--- config.mk ---
export PLATFORM = sky130hd
export DESIGN_NAME = kuf_cost
export DESIGN_NICKNAME = d
export VERILOG_FILES = /design/src/design/kuf_pkg.sv /design/src/design/kuf_cost.sv
export VERILOG_INCLUDE_DIRS = /design/src /design/src/design
export SDC_FILE = /design/constraint.sdc
export NUM_CORES = 1
export LEC_CHECK = 0
export BUFFER_PORTS_ARGS = -buffer_cell sky130_fd_sc_hd__buf_4
export CORE_ASPECT_RATIO = 0.9
export CORE_MARGIN = 4
export CORE_UTILIZATION = 53
export DETAILED_ROUTE_END_ITERATION = 16
export PLACE_DENSITY = 0.78
export SLEW_MARGIN = 20
export SYNTH_ARGS = -nofsm -noshare
export SYNTH_HDL_FRONTEND = slang
export SYNTH_SLANG_ARGS = --single-unit
--- constraint.sdc ---
create_clock -name clk -period 4.9 [get_ports clk]
set_input_delay 0.245 -clock clk [delete_from_list [all_inputs] [get_ports clk]]
set_output_delay 0.245 -clock clk [all_outputs]
set_load 0.05 [all_outputs]
--- src/design/kruskal_union_find_masked_macros.svh ---
// Assertion helpers shared by the sequencer and the cost unit.
`ifndef KRUSKAL_UNION_FIND_MASKED_MACROS_SVH
`define KRUSKAL_UNION_FIND_MASKED_MACROS_SVH

// The condition holds at every clock edge outside reset.
`define KUF_ASSERT_HOLDS(label, clk, rst_n, cond, msg) \
    label: assert property (@(posedge clk) disable iff (!rst_n) (cond)) else $error(msg);

// The antecedent implies the consequent in the same cycle.
`define KUF_ASSERT_IMPL(label, clk, rst_n, ante, cons, msg) \
    label: assert property (@(posedge clk) disable iff (!rst_n) (ante) |-> (cons)) \
        else $error(msg);

// The antecedent implies the consequent in the next cycle.
`define KUF_ASSERT_NEXT(label, clk, rst_n, ante, cons, msg) \
    label: assert property (@(posedge clk) disable iff (!rst_n) (ante) |=> (cons)) \
        else $error(msg);

`endif

--- src/design/kuf_pkg.sv ---
`default_nettype none

package kuf_pkg;

    localparam int NODE_W   = 11;
    localparam int WEIGHT_W = 32;
    localparam int COST_W   = 48;
    localparam int BASE_W   = 11;
    localparam int MASK_W   = 16;
    localparam int MASK_IDX_W = 4;
    localparam int CFG_IDX_W  = 1;
    localparam int CFG_DATA_W = 16;

    localparam logic [COST_W-1:0] COST_MAX = {COST_W{1'b1}};
    localparam logic [BASE_W-1:0] BASE_COUNT_RESET = 11'd1024;
    localparam logic [MASK_W-1:0] EXTRA_MASK_RESET = 16'd0;

    // Item modes.
    localparam logic MODE_BEGIN = 1'b0;
    localparam logic MODE_EDGE  = 1'b1;

    // Configuration register indexes.
    localparam logic [CFG_IDX_W-1:0] REG_BASE_COUNT = 1'b0;
    localparam logic [CFG_IDX_W-1:0] REG_EXTRA_MASK = 1'b1;

    // Every memory entry carries a run tag; tag zero never matches the live one.
    localparam int EPOCH_W = 4;
    localparam logic [EPOCH_W-1:0] EPOCH_NONE  = 4'd0;
    localparam logic [EPOCH_W-1:0] EPOCH_FIRST = 4'd1;
    localparam logic [EPOCH_W-1:0] EPOCH_LAST  = 4'hF;

    typedef struct packed {
        logic                mode;
        logic [NODE_W-1:0]   node_a;
        logic [NODE_W-1:0]   node_b;
        logic [WEIGHT_W-1:0] weight;
        logic                last_edge;
    } in_item_t;

    typedef struct packed {
        logic              joined;
        logic [COST_W-1:0] run_total;
        logic [COST_W-1:0] best_total;
    } out_item_t;

    // Hand-off from the sequencer to the cost unit.
    typedef struct packed {
        logic                fire;
        logic                start;
        logic                joined;
        logic                last;
        logic [WEIGHT_W-1:0] weight;
    } cost_req_t;

endpackage

`default_nettype wire

--- src/design/kuf_cost.sv ---
`default_nettype none

module kuf_cost (
    input  wire logic               clk,
    input  wire logic               rst_n,
    input  wire kuf_pkg::cost_req_t req,
    output      kuf_pkg::out_item_t result_next
);

`include "kruskal_union_find_masked_macros.svh"

    logic [kuf_pkg::COST_W-1:0] run_cost_reg;
    logic [kuf_pkg::COST_W-1:0] run_cost_next;
    logic [kuf_pkg::COST_W-1:0] best_cost_reg;
    logic [kuf_pkg::COST_W-1:0] best_cost_next;
    logic [kuf_pkg::COST_W-1:0] run_new;
    logic [kuf_pkg::COST_W-1:0] best_new;
    logic [kuf_pkg::COST_W:0]   run_sum;

    assign run_sum = {1'b0, run_cost_reg} + (kuf_pkg::COST_W + 1)'(req.weight);

    always_comb
    begin
        if (req.start)
        begin
            run_new  = kuf_pkg::COST_W'(req.weight);
            best_new = best_cost_reg;
        end
        else
        begin
            if (req.joined)
            begin
                run_new = run_sum[kuf_pkg::COST_W] ? kuf_pkg::COST_MAX
                                                   : run_sum[kuf_pkg::COST_W-1:0];
            end
            else
            begin
                run_new = run_cost_reg;
            end
            best_new = (req.last && (run_new < best_cost_reg)) ? run_new : best_cost_reg;
        end
    end

    assign run_cost_next  = req.fire ? run_new : run_cost_reg;
    assign best_cost_next = req.fire ? best_new : best_cost_reg;

    assign result_next.joined     = req.joined && !req.start;
    assign result_next.run_total  = run_new;
    assign result_next.best_total = best_new;

    always_ff @(posedge clk or negedge rst_n)
    begin
        if (!rst_n)
        begin
            run_cost_reg  <= '0;
            best_cost_reg <= kuf_pkg::COST_MAX;
        end
        else
        begin
            run_cost_reg  <= run_cost_next;
            best_cost_reg <= best_cost_next;
        end
    end

    `KUF_ASSERT_NEXT(a_best_never_rises, clk, rst_n, 1'b1, best_cost_reg <= $past(best_cost_reg), "best total rose")
    `KUF_ASSERT_IMPL(a_join_never_lowers, clk, rst_n, req.fire && req.joined && !req.start, run_new >= run_cost_reg, "joined edge lowered the run total")

endmodule

`default_nettype wire

# Word-level counts from Yosys, hierarchy flattened
# Cells that the tools add are included.
[totals]
reg_bits = 96
elab_cells = 13
inputBits = 38
output_inout_bits = 97
[op_classes]
n_lt_le_gt_ge = 1
n_addsub = 1
n_mux = 6
reduce_logical = 3
[op_table]
columns = ["op", "count"]
rows = [
  ["two-way mux 48 bit", 6],
  ["adder 48 x 32 -> 49 bit", 1],
  ["less-than comparator 48 bit", 1],
  ["logical AND 1 bit", 2],
  ["zero test 1 bit", 1],
]

# Depth between registers and ports, before layout
# Gate-level depths: netlist of the first run.
[depth]
ltp_word = 8
depth_mapped = 25

# Worst setup path before layout of the first run
# Ideal clock, no wire load.
[synth_path]
path_type = "register to output"
startpoint = "register run_cost_reg[0] in the netlist's numbering"
endpoint = "output result_next[1] in the netlist's numbering"
required_time_ns = 4.655
path_slack_ns = -1.136
t_arrival_ns = 5.791
path_stages_with_launch = 23
cell_sequence = "dfrtp_1 -> ha_1 -> fa_1 -> a21o_1 -> a221oi_1 -> a211o_1 -> a31oi_4 -> o211a_1 -> o21ai_1 -> nor3_1 -> mux2_2 -> ha_1 -> nand4_1 -> nor4_1 -> nand3_1 -> nor3_1 -> nand3_1 -> nand3_1 -> o21ba_1 -> buf_6 -> buf_4 -> buf_2 -> o21ai_0"
[synth_lines]
columns = ["element", "line_no", "text"]
rows = [
  ["start, declared", "kuf_cost.sv:12", "logic [kuf_pkg::COST_W-1:0] run_cost_reg;"],
  ["start signal, assigned", "kuf_cost.sv:60", "run_cost_reg <= run_cost_next;"],
  ["end, declared", "kuf_cost.sv:7", "output kuf_pkg::out_item_t result_next"],
]

==> key figures, run 1 <==
Final layout
  • Share of cells above drive strength 1: 53.5%
  • Post-Layout Cell Count: 1554
  • Area grow syn2layout: 57.1%
  • Register area: 0.00246 mm²
  • Fill cells: 831
  • Final Net Count: 1460
  • Most common cell after layout, fill and taps aside: buf_4
  • Final instance area: 0.0136 mm²
  • ANT cells: 0
  • Commonest non-fill, non-tap cells in the layout: buf_4 (336), mux2_2 (73), inv_1 (71)
  • Util after Layout: 84.5%
  • Area of the multi-input gates: 0.00674 mm²

Clock network
  • Worst-skew pair later-pin latency: 0.37 ns
  • Clk sinks: 96
  • Clock root cell: clkbuf_16
  • H-tree depth: 3
  • Maximum buffer depth of the clock tree: 2
  • Reg clk slew, reported paths: 0.07 ns
  • Inserted Clock Buffers: 9
  • TritonCTS clock tree: done

Logic synthesis
  • Post-synth EDFFs: 0
  • Primary FF master, synth: dfstp_2
  • #FFs+latches synth: 96
  • Synth Area per Inst: 8.91 µm²
  • Syn. warnings: 0
  • Synth top area share: 14.6%
  • Gate Count Post-Synth: 970
  • Synth cell types: 67
  • Synthesized net count: 1088
  • Post-Synthesis Cell Area: 0.00864 mm²
  • Area leader, netlist: dfstp_2
  • Seq/Total Area, Yosys: 28.5%
  • Ranking of synthesized cells by area: dfstp_2 (15%), dfrtp_1 (14%), mux2_2 (13%), ha_1 (11%), a21oi_1 (3.8%)
  • FFs w/ async S/R, synth: 100%

Setup path
  • CP Max Fanout: 8
  • WP data required: 4.66 ns
  • Worst setup path startpoint: run_cost_reg[9]
  • WP data arrival: 5.69 ns
  • Slowest-stage cell, CP: nor4_4
  • CP Class: reg2out
  • CP endpoint kind: primary output
  • Cell Chain, Critical Path: ha_4 > and3_4 > o211a_1 > o211ai_1 > buf_4 > a2111oi_4 > or2_4 > a41o_4 > buf_4 > nand3_1 > mux2_2 > ha_1 > nand4_1 > nor4_4 > nand3_2 > nor3_4 > nand4_1 > o21ba_4 > buf_12 > buf_6 > o21ai_4 > buf_6
  • R2R Path Start: run_cost_reg[9]
  • Startpoint Class: flop
  • Slowest stage delay, CP: 0.44 ns

Global routing
  • Remaining global-route overflow: 0
  • Initial antenna violation count: 0
  • Vias in the first global route: 9269
  • First-pass GRT wire length: 47700 µm
  • Largest net degree at the start of global routing: 54
  • GRT Overall Usage: 32.4%

Drt
  • Via count: 9656
  • Via density: 6.21
  • Iter 0 DRT Violations: 1069
  • TritonRoute pass-1 iters: 6
  • Remaining DRCs: 0
  • Avg WL per Cell: 21.4 µm
  • Final wirelength: 33300 µm
  • Post-DRT Antenna Nets: 0

Pwr
  • Power Dens Cells: 577 mW/mm²
  • Leak: 6.47 nW
  • Total power: 7.84 mW
  • VDD IR-drop max: 0.585 mV

Die
  • Total die area: 0.0184 mm²
  • Row Count: 44
  • Initial Util: 53.8%
  • Core area: 0.0161 mm²
  • Die X-Extent: 143 µm
  • Io pins: 135
  • Die Span Y: 129 µm

Placement
  • Placed cell areas: 0.0122 mm²
  • Hpwl dp: 21700 µm
  • Dpl cells: 1513
  • IO buf count: 134
  • Pre-CTS setup slack: -0.654 ns
  • Final Wtd Congestion: 0.972

STA
  • Final setup viols: 96
  • Worst Tran Pin Value: 1.13 ns
  • Worst Skew: 0.0144 ns
  • Fmax: 169 MHz
  • Hold Slack: 0.204 ns
  • Final min period: 5.93 ns
  • Final Hold Viols: 0
  • Max-slew violation count: 0
  • RSZ-0062 raised after global routing: yes
  • Final WS setup: -1.03 ns
  • Setup_tns: -79.71 ns
  • Worst rel slew slack: 24.6%
  • Period utilization: 121%

Hold path
  • Worst hold start: req[27]
  • Hold Path Class: in2reg

Flow run
  • Max cap viols: 0

Outcome
  • Status: finished with violations
  • Violated checks: setup timing
==> path summary, 6_finish.rpt <==
kind / endpoint / slack [ns] / cells past startpoint
worst max-delay path: result_next[23] / -1.03 / 22
max in group asynchronous: run_cost_reg[16] / 3.32 / 3
worst min register to register: best_cost_reg[43] / 0.55 / 2
worst min-delay path: run_cost_reg[27] / 0.20 / 3
worst max register to register: best_cost_reg[16] / -0.74 / 22
min in group asynchronous: run_cost_reg[42] / 0.47 / 2
==> cell usage after synthesis, types with 3 or more instances <==
master	n
nand3_1	25
inv_1	73
a21boi_0	3
o31ai_1	4
clkbuf_1	29
a211o_1	3
a22oi_1	3
nand2_1	75
mux2_4	10
or3_1	4
a211oi_1	9
buf_4	3
nand2b_1	4
a21oi_1	66
and4_1	4
a31o_2	7
and2_1	12
buf_1	4
mux2_2	100
o2111ai_1	4
a21o_1	21
o21bai_1	4
nand4_1	15
nor2_1	72
and3_1	12
a31oi_1	28
buf_2	5
o22ai_1	11
buf_6	4
dfrtp_1	48
mux2i_1	23
xnor2_1	21
ha_1	79
o21a_1	5
xor2_1	10
nor3_1	13
nor2b_1	4
or2_2	3
o21ai_0	54
dfstp_2	48
o211ai_1	9
o211a_1	3
==> cell type report <==
| type | instances | area share, % |
|---|---|---|
| timing repair buffer | 409 | 25.8 |
| multi-input combinational | 752 | 49.7 |
| tap | 207 | 1.91 |
| clock inverter | 5 | 0.617 |
| inverter | 74 | 2.05 |
| clock buffer | 11 | 1.87 |
| sequential | 96 | 18.1 |
==> critical path: cells and delay by family (launching register included) <==
| family | cells | cell delay (ns) |
|---|---|---|
| buf+inv | 5 | 0.78 |
| flops | 1 | 0.41 |
| fa+ha+maj | 2 | 0.65 |
| simple gates | 8 | 1.74 |
| mux | 1 | 0.35 |
| compound gates | 6 | 1.38 |
==> what timing repair did <==
item / in CTS / in global routing
endpoints found under the hold margin: 24 / 0
hold buffers: 1 / 0
setup buffers: 9 / 12
gates resized for setup: 75 / 110
cloned: 1 / 3
setup endpoints to repair: 96 / 96
pin swaps: 16 / 17
==> logic make-up after synthesis <==
kind of cell             synth area share, %
buffers and inverters                   6.24
adder cells (fa/ha/maj)                 11.7
AND/OR/NAND/NOR                         13.5
multiplexers                            17.4
flip-flops                              28.5
XOR/XNOR                                3.14
AO/OA/AOI/OAI                           19.5
==> layer usage <==
metal | GRT usage [%] | wire length (µm)
met4 | 12.1 | 1500
met3 | 5.65 | 2800
met2 | 54.4 | 15900
met5 | 0 | 0
met1 | 42.0 | 13100
==> report_power, final <==
part | total, mW | internal (mW) | leakage, nW | switching [mW]
clock network | 0.837 | 0.484 | 0.166 | 0.353
logic | 5.72 | 2.56 | 5.21 | 3.16
registers | 1.28 | 1.13 | 1.09 | 0.151
No activity file was read; power rests on OpenSTA's default activity.
==> run 2, diff against run 1 <==
--- a/config.mk
+++ b/config.mk
@@ -9,9 +9,11 @@
 export BUFFER_PORTS_ARGS = -buffer_cell sky130_fd_sc_hd__buf_4
 export CORE_ASPECT_RATIO = 0.9
 export CORE_MARGIN = 4
-export CORE_UTILIZATION = 53
+export CORE_UTILIZATION = 54
+export CTS_BUF_LIST = sky130_fd_sc_hd__clkbuf_4
 export DETAILED_ROUTE_END_ITERATION = 16
-export PLACE_DENSITY = 0.78
+export MAX_ROUTING_LAYER = met4
+export PLACE_DENSITY = 0.8
 export SLEW_MARGIN = 20
 export SYNTH_ARGS = -nofsm -noshare
 export SYNTH_HDL_FRONTEND = slang
==> key figures, run 2 (synthesis gave the netlist of run 1 again) <==
Setup path
  • Slowest stage delay, CP: 0.45 ns (about the same)
  • Cell Chain, Critical Path: ha_1 > buf_4 > a21o_1 > a221oi_2 > a211o_1 > a31oi_4 > o211a_4 > o21ai_4 > buf_12 > nor3_2 > mux2_2 > ha_1 > nand4_1 > nor4_4 > buf_4 > a22oi_1 > nand3_1 > nor3_2 > nand3_1 > o21ba_4 > buf_12 > mux2_2 > buf_4
  • WP data arrival: 5.87 ns (+0.18 ns)
  • Startpoint Class: flop
  • CP Max Fanout: 16 (+8)
  • Worst R2R End: best_cost_reg[27]
  • WP data required: 4.66 ns (about the same)
  • R2R Path Start: run_cost_reg[2]
  • R2R Setup Slk: -0.80 ns (-0.06 ns)
  • Slowest-stage cell, CP: dfrtp_1
  • Worst Reg-to-Reg Cells: 26 (+18%)
  • Critical Path Most Common Cell: buf_4
  • CP Class: reg2out
  • CP endpoint kind: primary output

Outcome
  • Violated checks: setup timing
  • Status: finished with violations

Pwr
  • Comb pwr share: 76.2% (+3.2 points)
  • Clock power frac: 6.6% (-4.1 points)
  • Internal power: 3.87 mW (-7.3%)
  • Switching part of the total: 48.6% (+1.9 points)
  • Power Dens Cells: 563 mW/mm² (-2.4%)
  • Flop pwr share: 17.2% (+0.9 points)
  • Total power: 7.53 mW (-3.9%)
  • VDD IR-drop max: 0.526 mV (-10%)
  • Switching Power: 3.66 mW (about the same)
  • Leak: 6.44 nW (-0.39%)

STA
  • Period utilization: 125% (+3.7 points)
  • Worst rel slew slack: 25.4% (+0.78 points)
  • Worst Skew: 0.0273 ns (+0.0129 ns)
  • Worst Tran Pin Value: 1.12 ns (-0.0133 ns)
  • Final min period: 6.12 ns (+0.182 ns)
  • Setup_tns: -89.83 ns (-10.13 ns)
  • Final setup viols: 96 (unchanged)
  • Final Hold Viols: 0 (unchanged)
  • RSZ-0062 raised after global routing: yes
  • Max-slew violation count: 0 (unchanged)
  • Final WS setup: -1.22 ns (-0.182 ns)
  • Fmax: 164 MHz (-3.0%)

Drt
  • Via count: 9843 (+1.9%)
  • Routed wl met2: 16600 µm (+4.2%)
  • TritonRoute pass-1 iters: 6 (unchanged)
  • Remaining DRCs: 0 (unchanged)
  • WL met3: 2670 µm (-4.8%)
  • Avg WL per Cell: 22.5 µm (+4.9%)
  • Iter 0 DRT Violations: 1058 (-1.0%)
  • Final wirelength: 34900 µm (+4.8%)
  • Via density: 6.34 (+2.0%)
  • WL met1: 14000 µm (+6.2%)
  • Post-DRT Antenna Nets: 0 (unchanged)
  • DR top layer: met4

Global routing
  • Remaining global-route overflow: 0 (unchanged)
  • Initial antenna violation count: 1 (+1)
  • GRT Overall Usage: 37.7% (+5.3 points)
  • Vias in the first global route: 9842 (+6.2%)
  • First-pass GRT wire length: 52500 µm (+10%)
  • Largest net degree at the start of global routing: 58 (+7.4%)

Placement
  • Placed cell areas: 0.0121 mm² (-0.67%)
  • Pre-CTS setup slack: -0.607 ns (+0.0466 ns)
  • Final Wtd Congestion: 0.940 (-3.3%)
  • IO buf count: 134 (unchanged)
  • Hpwl dp: 22300 µm (+2.7%)

Die
  • Initial Util: 55.6% (+1.8 points)
  • Die Span Y: 128 µm (-0.87%)
  • Core area: 0.0155 mm² (-3.3%)
  • Total die area: 0.0181 mm² (-1.7%)
  • Io pins: 135 (unchanged)
  • Row Count: 43 (-2.3%)
  • Die X-Extent: 141 µm (-0.88%)

Hold path
  • Hold Path Class: in2reg
  • Worst hold start: req[29]
  • Worst hold path cell count: 3 (unchanged)
  • Hold Path Sink: run_cost_reg[29]

Final layout
  • Util after Layout: 86.0% (+1.5 points)
  • Most common cell after layout, fill and taps aside: buf_4
  • Final instance area: 0.0134 mm² (-1.5%)
  • Area grow syn2layout: 54.7%
  • Commonest non-fill, non-tap cells in the layout: buf_4 (337), inv_1 (73), nand2_1 (68), nor2_1 (68), ha_1 (68)
  • Share of cells above drive strength 1: 51.4% (-2.0 points)
  • Final Net Count: 1463 (+0.21%)

Clock network
  • Worst-skew pair later-pin latency: 0.55 ns (+0.18 ns)
  • Maximum buffer depth of the clock tree: 2 (unchanged)
  • Clk sinks: 96 (unchanged)
  • H-tree depth: 3 (unchanged)
  • TritonCTS clock tree: done
  • Inserted Clock Buffers: 9 (unchanged)
  • Clock root cell: clkbuf_4
  • Reg clk slew, reported paths: 0.18 ns (+0.11 ns)

Flow run
  • Max cap viols: 0 (unchanged)
==> run 2: metrics by stage <==
stage          hold WS, ns  cells
2_1_floorplan      -0.0506    970
3_3_place_gp         0.373   1498
3_5_place_dp         0.378   1498
4_1_cts             0.0228   1546
5_1_grt             0.0365   1553
6_report            0.0284   1553
==> run 2: layer usage <==
layer	track usage (%)	vias to the layer above
li1	-	4286
met1	47.0	4752
met2	62.0	624
met3	5.93	181
met4	14.5	0
met5	-	-
==> run 2: layout make-up <==
cell class                 instances  area, µm²
antenna                            1       2.50
clock buffer                      10       75.1
clock inverter                     6       76.3
fill                             787       2170
inverter                          74        278
multi-input combinational        752       6620
sequential                        96       2460
tap                              202        253
timing repair buffer             412       3610
==> run 2: worst max path at each step <==
stage	end	cells after the start	slack [ns]	startpoint
global route	result_next[41]	23	-1.37	run_cost_reg[2]
finish	result_next[41]	23	-1.22	run_cost_reg[2]
floorplan	result_next[0]	21	-0.06	run_cost_reg[11]
CTS	result_next[1]	23	-0.91	run_cost_reg[0]
global placement	result_next[41]	21	-0.50	run_cost_reg[3]
detailed placement	result_next[1]	22	-0.61	run_cost_reg[3]
==> run 2: timing repair <==
item	in CTS	in global routing
endpoints found under the setup margin	96	96
gates cloned	7	0
resized for setup	117	35
hold buffers	1	0
hold endpoints to repair	33	0
buffers inserted	24	6
pin swaps	17	7
==> run 2: power by group through the flow <==
stage	registers (mW)	clock network, mW	logic [mW]
floorplan	1.24	0	3.22
global placement	1.25	0	4.89
detailed placement	1.28	0	5.01
CTS	1.27	0.497	5.42
global route	1.32	0.533	6.03
finish	1.30	0.500	5.74
==> run 2: critical path, delay by kind of cell, from the launching register on <==
kind	cells	cell delay, ns
compound gates	8	2.01
buf+inv	5	0.85
simple gates	6	0.76
mux	2	0.64
fa+ha+maj	2	0.60
flops	1	0.45
==> run 3, diff against run 2 <==
==> constraint.sdc (replaced) <==
create_clock -name clk -period 4.9 [get_ports clk]
set_input_delay 1.47 -clock clk [delete_from_list [all_inputs] [get_ports clk]]
set_output_delay 1.47 -clock clk [all_outputs]
set_load 0.05 [all_outputs]
==> key figures, run 3 <==
Clock network
  • Clk sinks: 96 (unchanged)
  • H-tree depth: 3 (unchanged)
  • Cts-stage hold buffer count: 0 (-1)
  • Inserted Clock Buffers: 9 (unchanged)
  • Maximum buffer depth of the clock tree: 2 (unchanged)
  • Clock root cell: clkbuf_4

Logic synthesis
  • Synth cell count leaders: mux2_2 (100), ha_1 (79), nand2_1 (75), inv_1 (73), nor2_1 (72)
  • Syn. warnings: 0 (unchanged)
  • Post-Synthesis Cell Area: 0.00864 mm² (unchanged)
  • Count leader, synth: mux2_2
  • Synth Area per Inst: 8.91 µm² (unchanged)
  • FFs w/ async S/R, synth: 100% (unchanged)
  • Primary FF master, synth: dfstp_2
  • Seq/Total Area, Yosys: 28.5% (unchanged)
  • Synth cell types: 67 (unchanged)
  • Synth top area share: 14.6% (unchanged)
  • #FFs+latches synth: 96 (unchanged)
  • Ranking of synthesized cells by area: dfstp_2 (15%), dfrtp_1 (14%), mux2_2 (13%), ha_1 (11%), a21oi_1 (3.8%)
  • Gate Count Post-Synth: 970 (unchanged)
  • Area leader, netlist: dfstp_2
  • Post-synth EDFFs: 0 (unchanged)
  • Synthesized net count: 1088 (unchanged)

Die
  • Io pins: 135 (unchanged)
  • Die Span Y: 128 µm (unchanged)
  • Row Count: 43 (unchanged)
  • Die X-Extent: 141 µm (unchanged)
  • Initial Util: 55.6% (unchanged)

Outcome
  • Last stage: global routing
  • Stop err: [ERROR DPL-0038] Utilization greater than 100%, impossible to legalize
  • Status: aborted with a tool error

Placement
  • Final Wtd Congestion: 0.976 (+3.8%)
  • Hpwl dp: 24900 µm (+11%)
  • IO buf count: 134 (unchanged)

Global routing
  • Largest net degree at the start of global routing: 68
==> run 3: logic make-up after synthesis <==
group,count (synthesis),synth area share (%)
compound gates,259,19.5
mux,133,17.4
fa+ha+maj,80,11.7
xor+xnor,31,3.14
buf+inv,122,6.24
simple gates,249,13.5
flops,96,28.5
==> run 3: repair_timing <==
| item | 4_1_cts |
|---|---|
| resized for setup | 243 |
| buffers inserted | 57 |
| setup endpoints to repair | 144 |
| pin swaps | 63 |
| cloned | 7 |
==> run 3: metrics by stage <==
step / cell area (µm²) / std cells / setup slack, ns
after floorplan: 10200 / 970 / -2.36
after detailed placement: 13400 / 1553 / -3.06
after CTS: 15200 / 1631 / -2.75
after global placement: 13400 / 1553 / -2.84
==> run 4, diff against run 3 <==
--- a/config.mk
+++ b/config.mk
@@ -7,13 +7,10 @@
 export NUM_CORES = 1
 export LEC_CHECK = 0
 export BUFFER_PORTS_ARGS = -buffer_cell sky130_fd_sc_hd__buf_4
-export CORE_ASPECT_RATIO = 0.9
 export CORE_MARGIN = 4
-export CORE_UTILIZATION = 54
-export CTS_BUF_LIST = sky130_fd_sc_hd__clkbuf_4
+export CORE_UTILIZATION = 40
 export DETAILED_ROUTE_END_ITERATION = 16
-export MAX_ROUTING_LAYER = met4
-export PLACE_DENSITY = 0.8
+export PLACE_DENSITY_LB_ADDON = 0.15
 export SLEW_MARGIN = 20
 export SYNTH_ARGS = -nofsm -noshare
 export SYNTH_HDL_FRONTEND = slang
==> constraint.sdc (replaced) <==
create_clock -name clk -period 6.35 [get_ports clk]
set_input_delay 1.905 -clock clk [delete_from_list [all_inputs] [get_ports clk]]
set_output_delay 1.905 -clock clk [all_outputs]
set_load 0.05 [all_outputs]
==> key figures, run 4 (synthesis gave the netlist of run 1 again) <==
Global routing
  • Remaining global-route overflow: 0
  • Vias in the first global route: 9824
  • Largest net degree at the start of global routing: 58
  • M1 GR Usage: 36.0%
  • GR Util met2: 44.8%
  • GRT Overall Usage: 26.8%
  • Most used routing layer: met2
  • First-pass GRT wire length: 52000 µm
  • Met3 usage: 2.81%
  • Initial antenna violation count: 0

Final layout
  • Commonest non-fill, non-tap cells in the layout: buf_4 (353), buf_6 (138), inv_1 (72)
  • Most common cell after layout, fill and taps aside: buf_4
  • Fill cells: 1400
  • Post-Layout Cell Count: 1759
  • Final Net Count: 1597
  • Util after Layout: 75.5%
  • Area of the multi-input gates: 0.00738 mm²
  • ANT cells: 0
  • Area grow syn2layout: 84.7%
  • Share of cells above drive strength 1: 62.1%
  • Register area: 0.00246 mm²

Pwr
  • VDD IR-drop max: 0.340 mV
  • Total power: 6.59 mW
  • Power Dens Cells: 413 mW/mm²
  • Leak: 7.47 nW

Setup path
  • WP data arrival: 6.87 ns
  • Crit path buffers/inverters: 6
  • Startpoint Class: primary input
  • Slowest stage delay, CP: 0.45 ns
  • CP endpoint kind: primary output
  • Critical Path Most Common Cell: buf_12
  • WP data required: 4.45 ns
  • CP Class: in2out
  • Slowest-stage cell, CP: nor4_4
  • Critical path's top delay family: compound AO/OA/AOI/OAI gates
  • CP Max Fanout: 8
  • Cell Chain, Critical Path: buf_8 > ha_4 > fa_2 > a21o_1 > a221oi_2 > a211o_1 > a31oi_4 > o211a_4 > o21ai_4 > nor3_2 > mux2_2 > ha_4 > nand4_1 > nor4_4 > nand3_2 > nor3_2 > nand4_1 > o21ba_4 > buf_12 > buf_12 > buf_12 > buf_6 > o21ai_4 > buf_6

Clock network
  • Worst-skew pair later-pin latency: 0.36 ns
  • Clk sinks: 96 (unchanged)
  • TritonCTS clock tree: done
  • H-tree depth: 3 (unchanged)
  • Clock root cell: clkbuf_16
  • Reg clk slew, reported paths: 0.07 ns
  • Maximum buffer depth of the clock tree: 2 (unchanged)
  • Inserted Clock Buffers: 9 (unchanged)

Drt
  • Post-DRT Antenna Nets: 0
  • TritonRoute pass-1 iters: 5
  • Final wirelength: 34200 µm
  • Remaining DRCs: 0
  • Via count: 9588
  • Via density: 5.45
  • Iter 0 DRT Violations: 645
  • Avg WL per Cell: 19.4 µm

STA
  • Max-slew violation count: 0
  • Worst rel slew slack: 24.1%
  • Final Hold Viols: 0
  • Fmax: 114 MHz
  • Final min period: 8.78 ns
  • Worst Tran Pin Value: 1.14 ns
  • Period utilization: 138%
  • Worst Skew: 0.00958 ns
  • Setup_tns: -162.87 ns
  • Final setup viols: 145
  • Final WS setup: -2.43 ns
  • RSZ-0062 raised after global routing: yes

Hold path
  • Hold Path Class: reg2reg

Placement
  • Final Wtd Congestion: 0.908 (-7.0%)
  • Hpwl dp: 22300 µm (-10%)
  • Pre-CTS setup slack: -2.54 ns (+0.516 ns)
  • IO buf count: 134 (unchanged)
  • Dpl cells: 1620 (+4.3%)

Die
  • Core area: 0.0212 mm²
  • Row Count: 53 (+23%)
  • Initial Util: 40.9% (-15 points)
  • Total die area: 0.0240 mm²
  • Die Span Y: 155 µm (+21%)
  • Die X-Extent: 155 µm (+9.6%)
  • Io pins: 135 (unchanged)

Outcome
  • Status: finished with violations
  • Violated checks: setup timing

Flow run
  • Max cap viols: 0
## run 4: cell type report
class	instances	share of cell area (%)
repair buffers	546	32.5
clock inverters	7	0.588
multi-input cells	752	46.2
inverters	74	1.74
flip-flops and latches	96	15.4
clock buffers	9	1.41
well taps	275	2.16
## run 4: tightest hold or removal path: stages (launching register included)
cell and delay (ns):
dfstp_2 0.36, inv_1 0.13, mux2i_1 0.09
## run 4: report_power, final
| group | leakage [nW] | switching [mW] | internal (mW) | total, mW |
|---|---|---|---|---|
| Combinational | 6.22 | 2.56 | 2.42 | 4.98 |
| Sequential | 1.09 | 0.119 | 0.868 | 0.987 |
| Clock | 0.152 | 0.279 | 0.346 | 0.625 |
## run 4: repair_timing
item / CTS / global route
pin swaps: 49 / 34
resized for setup: 316 / 114
setup endpoints to repair: 144 / 145
gates cloned: 5 / 1
buffers inserted: 96 / 32
hold buffers: 0 / 0
## run 4: through the flow
step / area (µm²) / hold slack, ns
finish: 16000 / 0.583
CTS: 15200 / 0.521
detailed placement: 12600 / 0.509
global route: 16000 / 0.597
global placement: 12600 / 0.500
floorplan: 9330 / 0.475
## run 4: worst paths after layout
path | cells past startpoint | startpoint | end | slack [ns]
max in group asynchronous | 2 | rst_n | best_cost_reg[19] | 3.67
setup / recovery | 24 | req[0] | result_next[13] | -2.43
hold / removal | 2 | best_cost_reg[17] | best_cost_reg[17] | 0.58
min in group asynchronous | 1 | rst_n | run_cost_reg[0] | 1.63
setup reg to reg | 50 | run_cost_reg[0] | run_cost_reg[43] | -1.02
hold reg to reg | 2 | best_cost_reg[17] | best_cost_reg[17] | 0.58
## run 4: routing by layer
metal	part of all wire [%]	routed length (µm)	vias to the layer above
met3	4.0	1360	54
met4	2.8	962	0
met1	45	15200	4702
li1	-	-	4563
met5	0	0	-
met2	49	16600	269
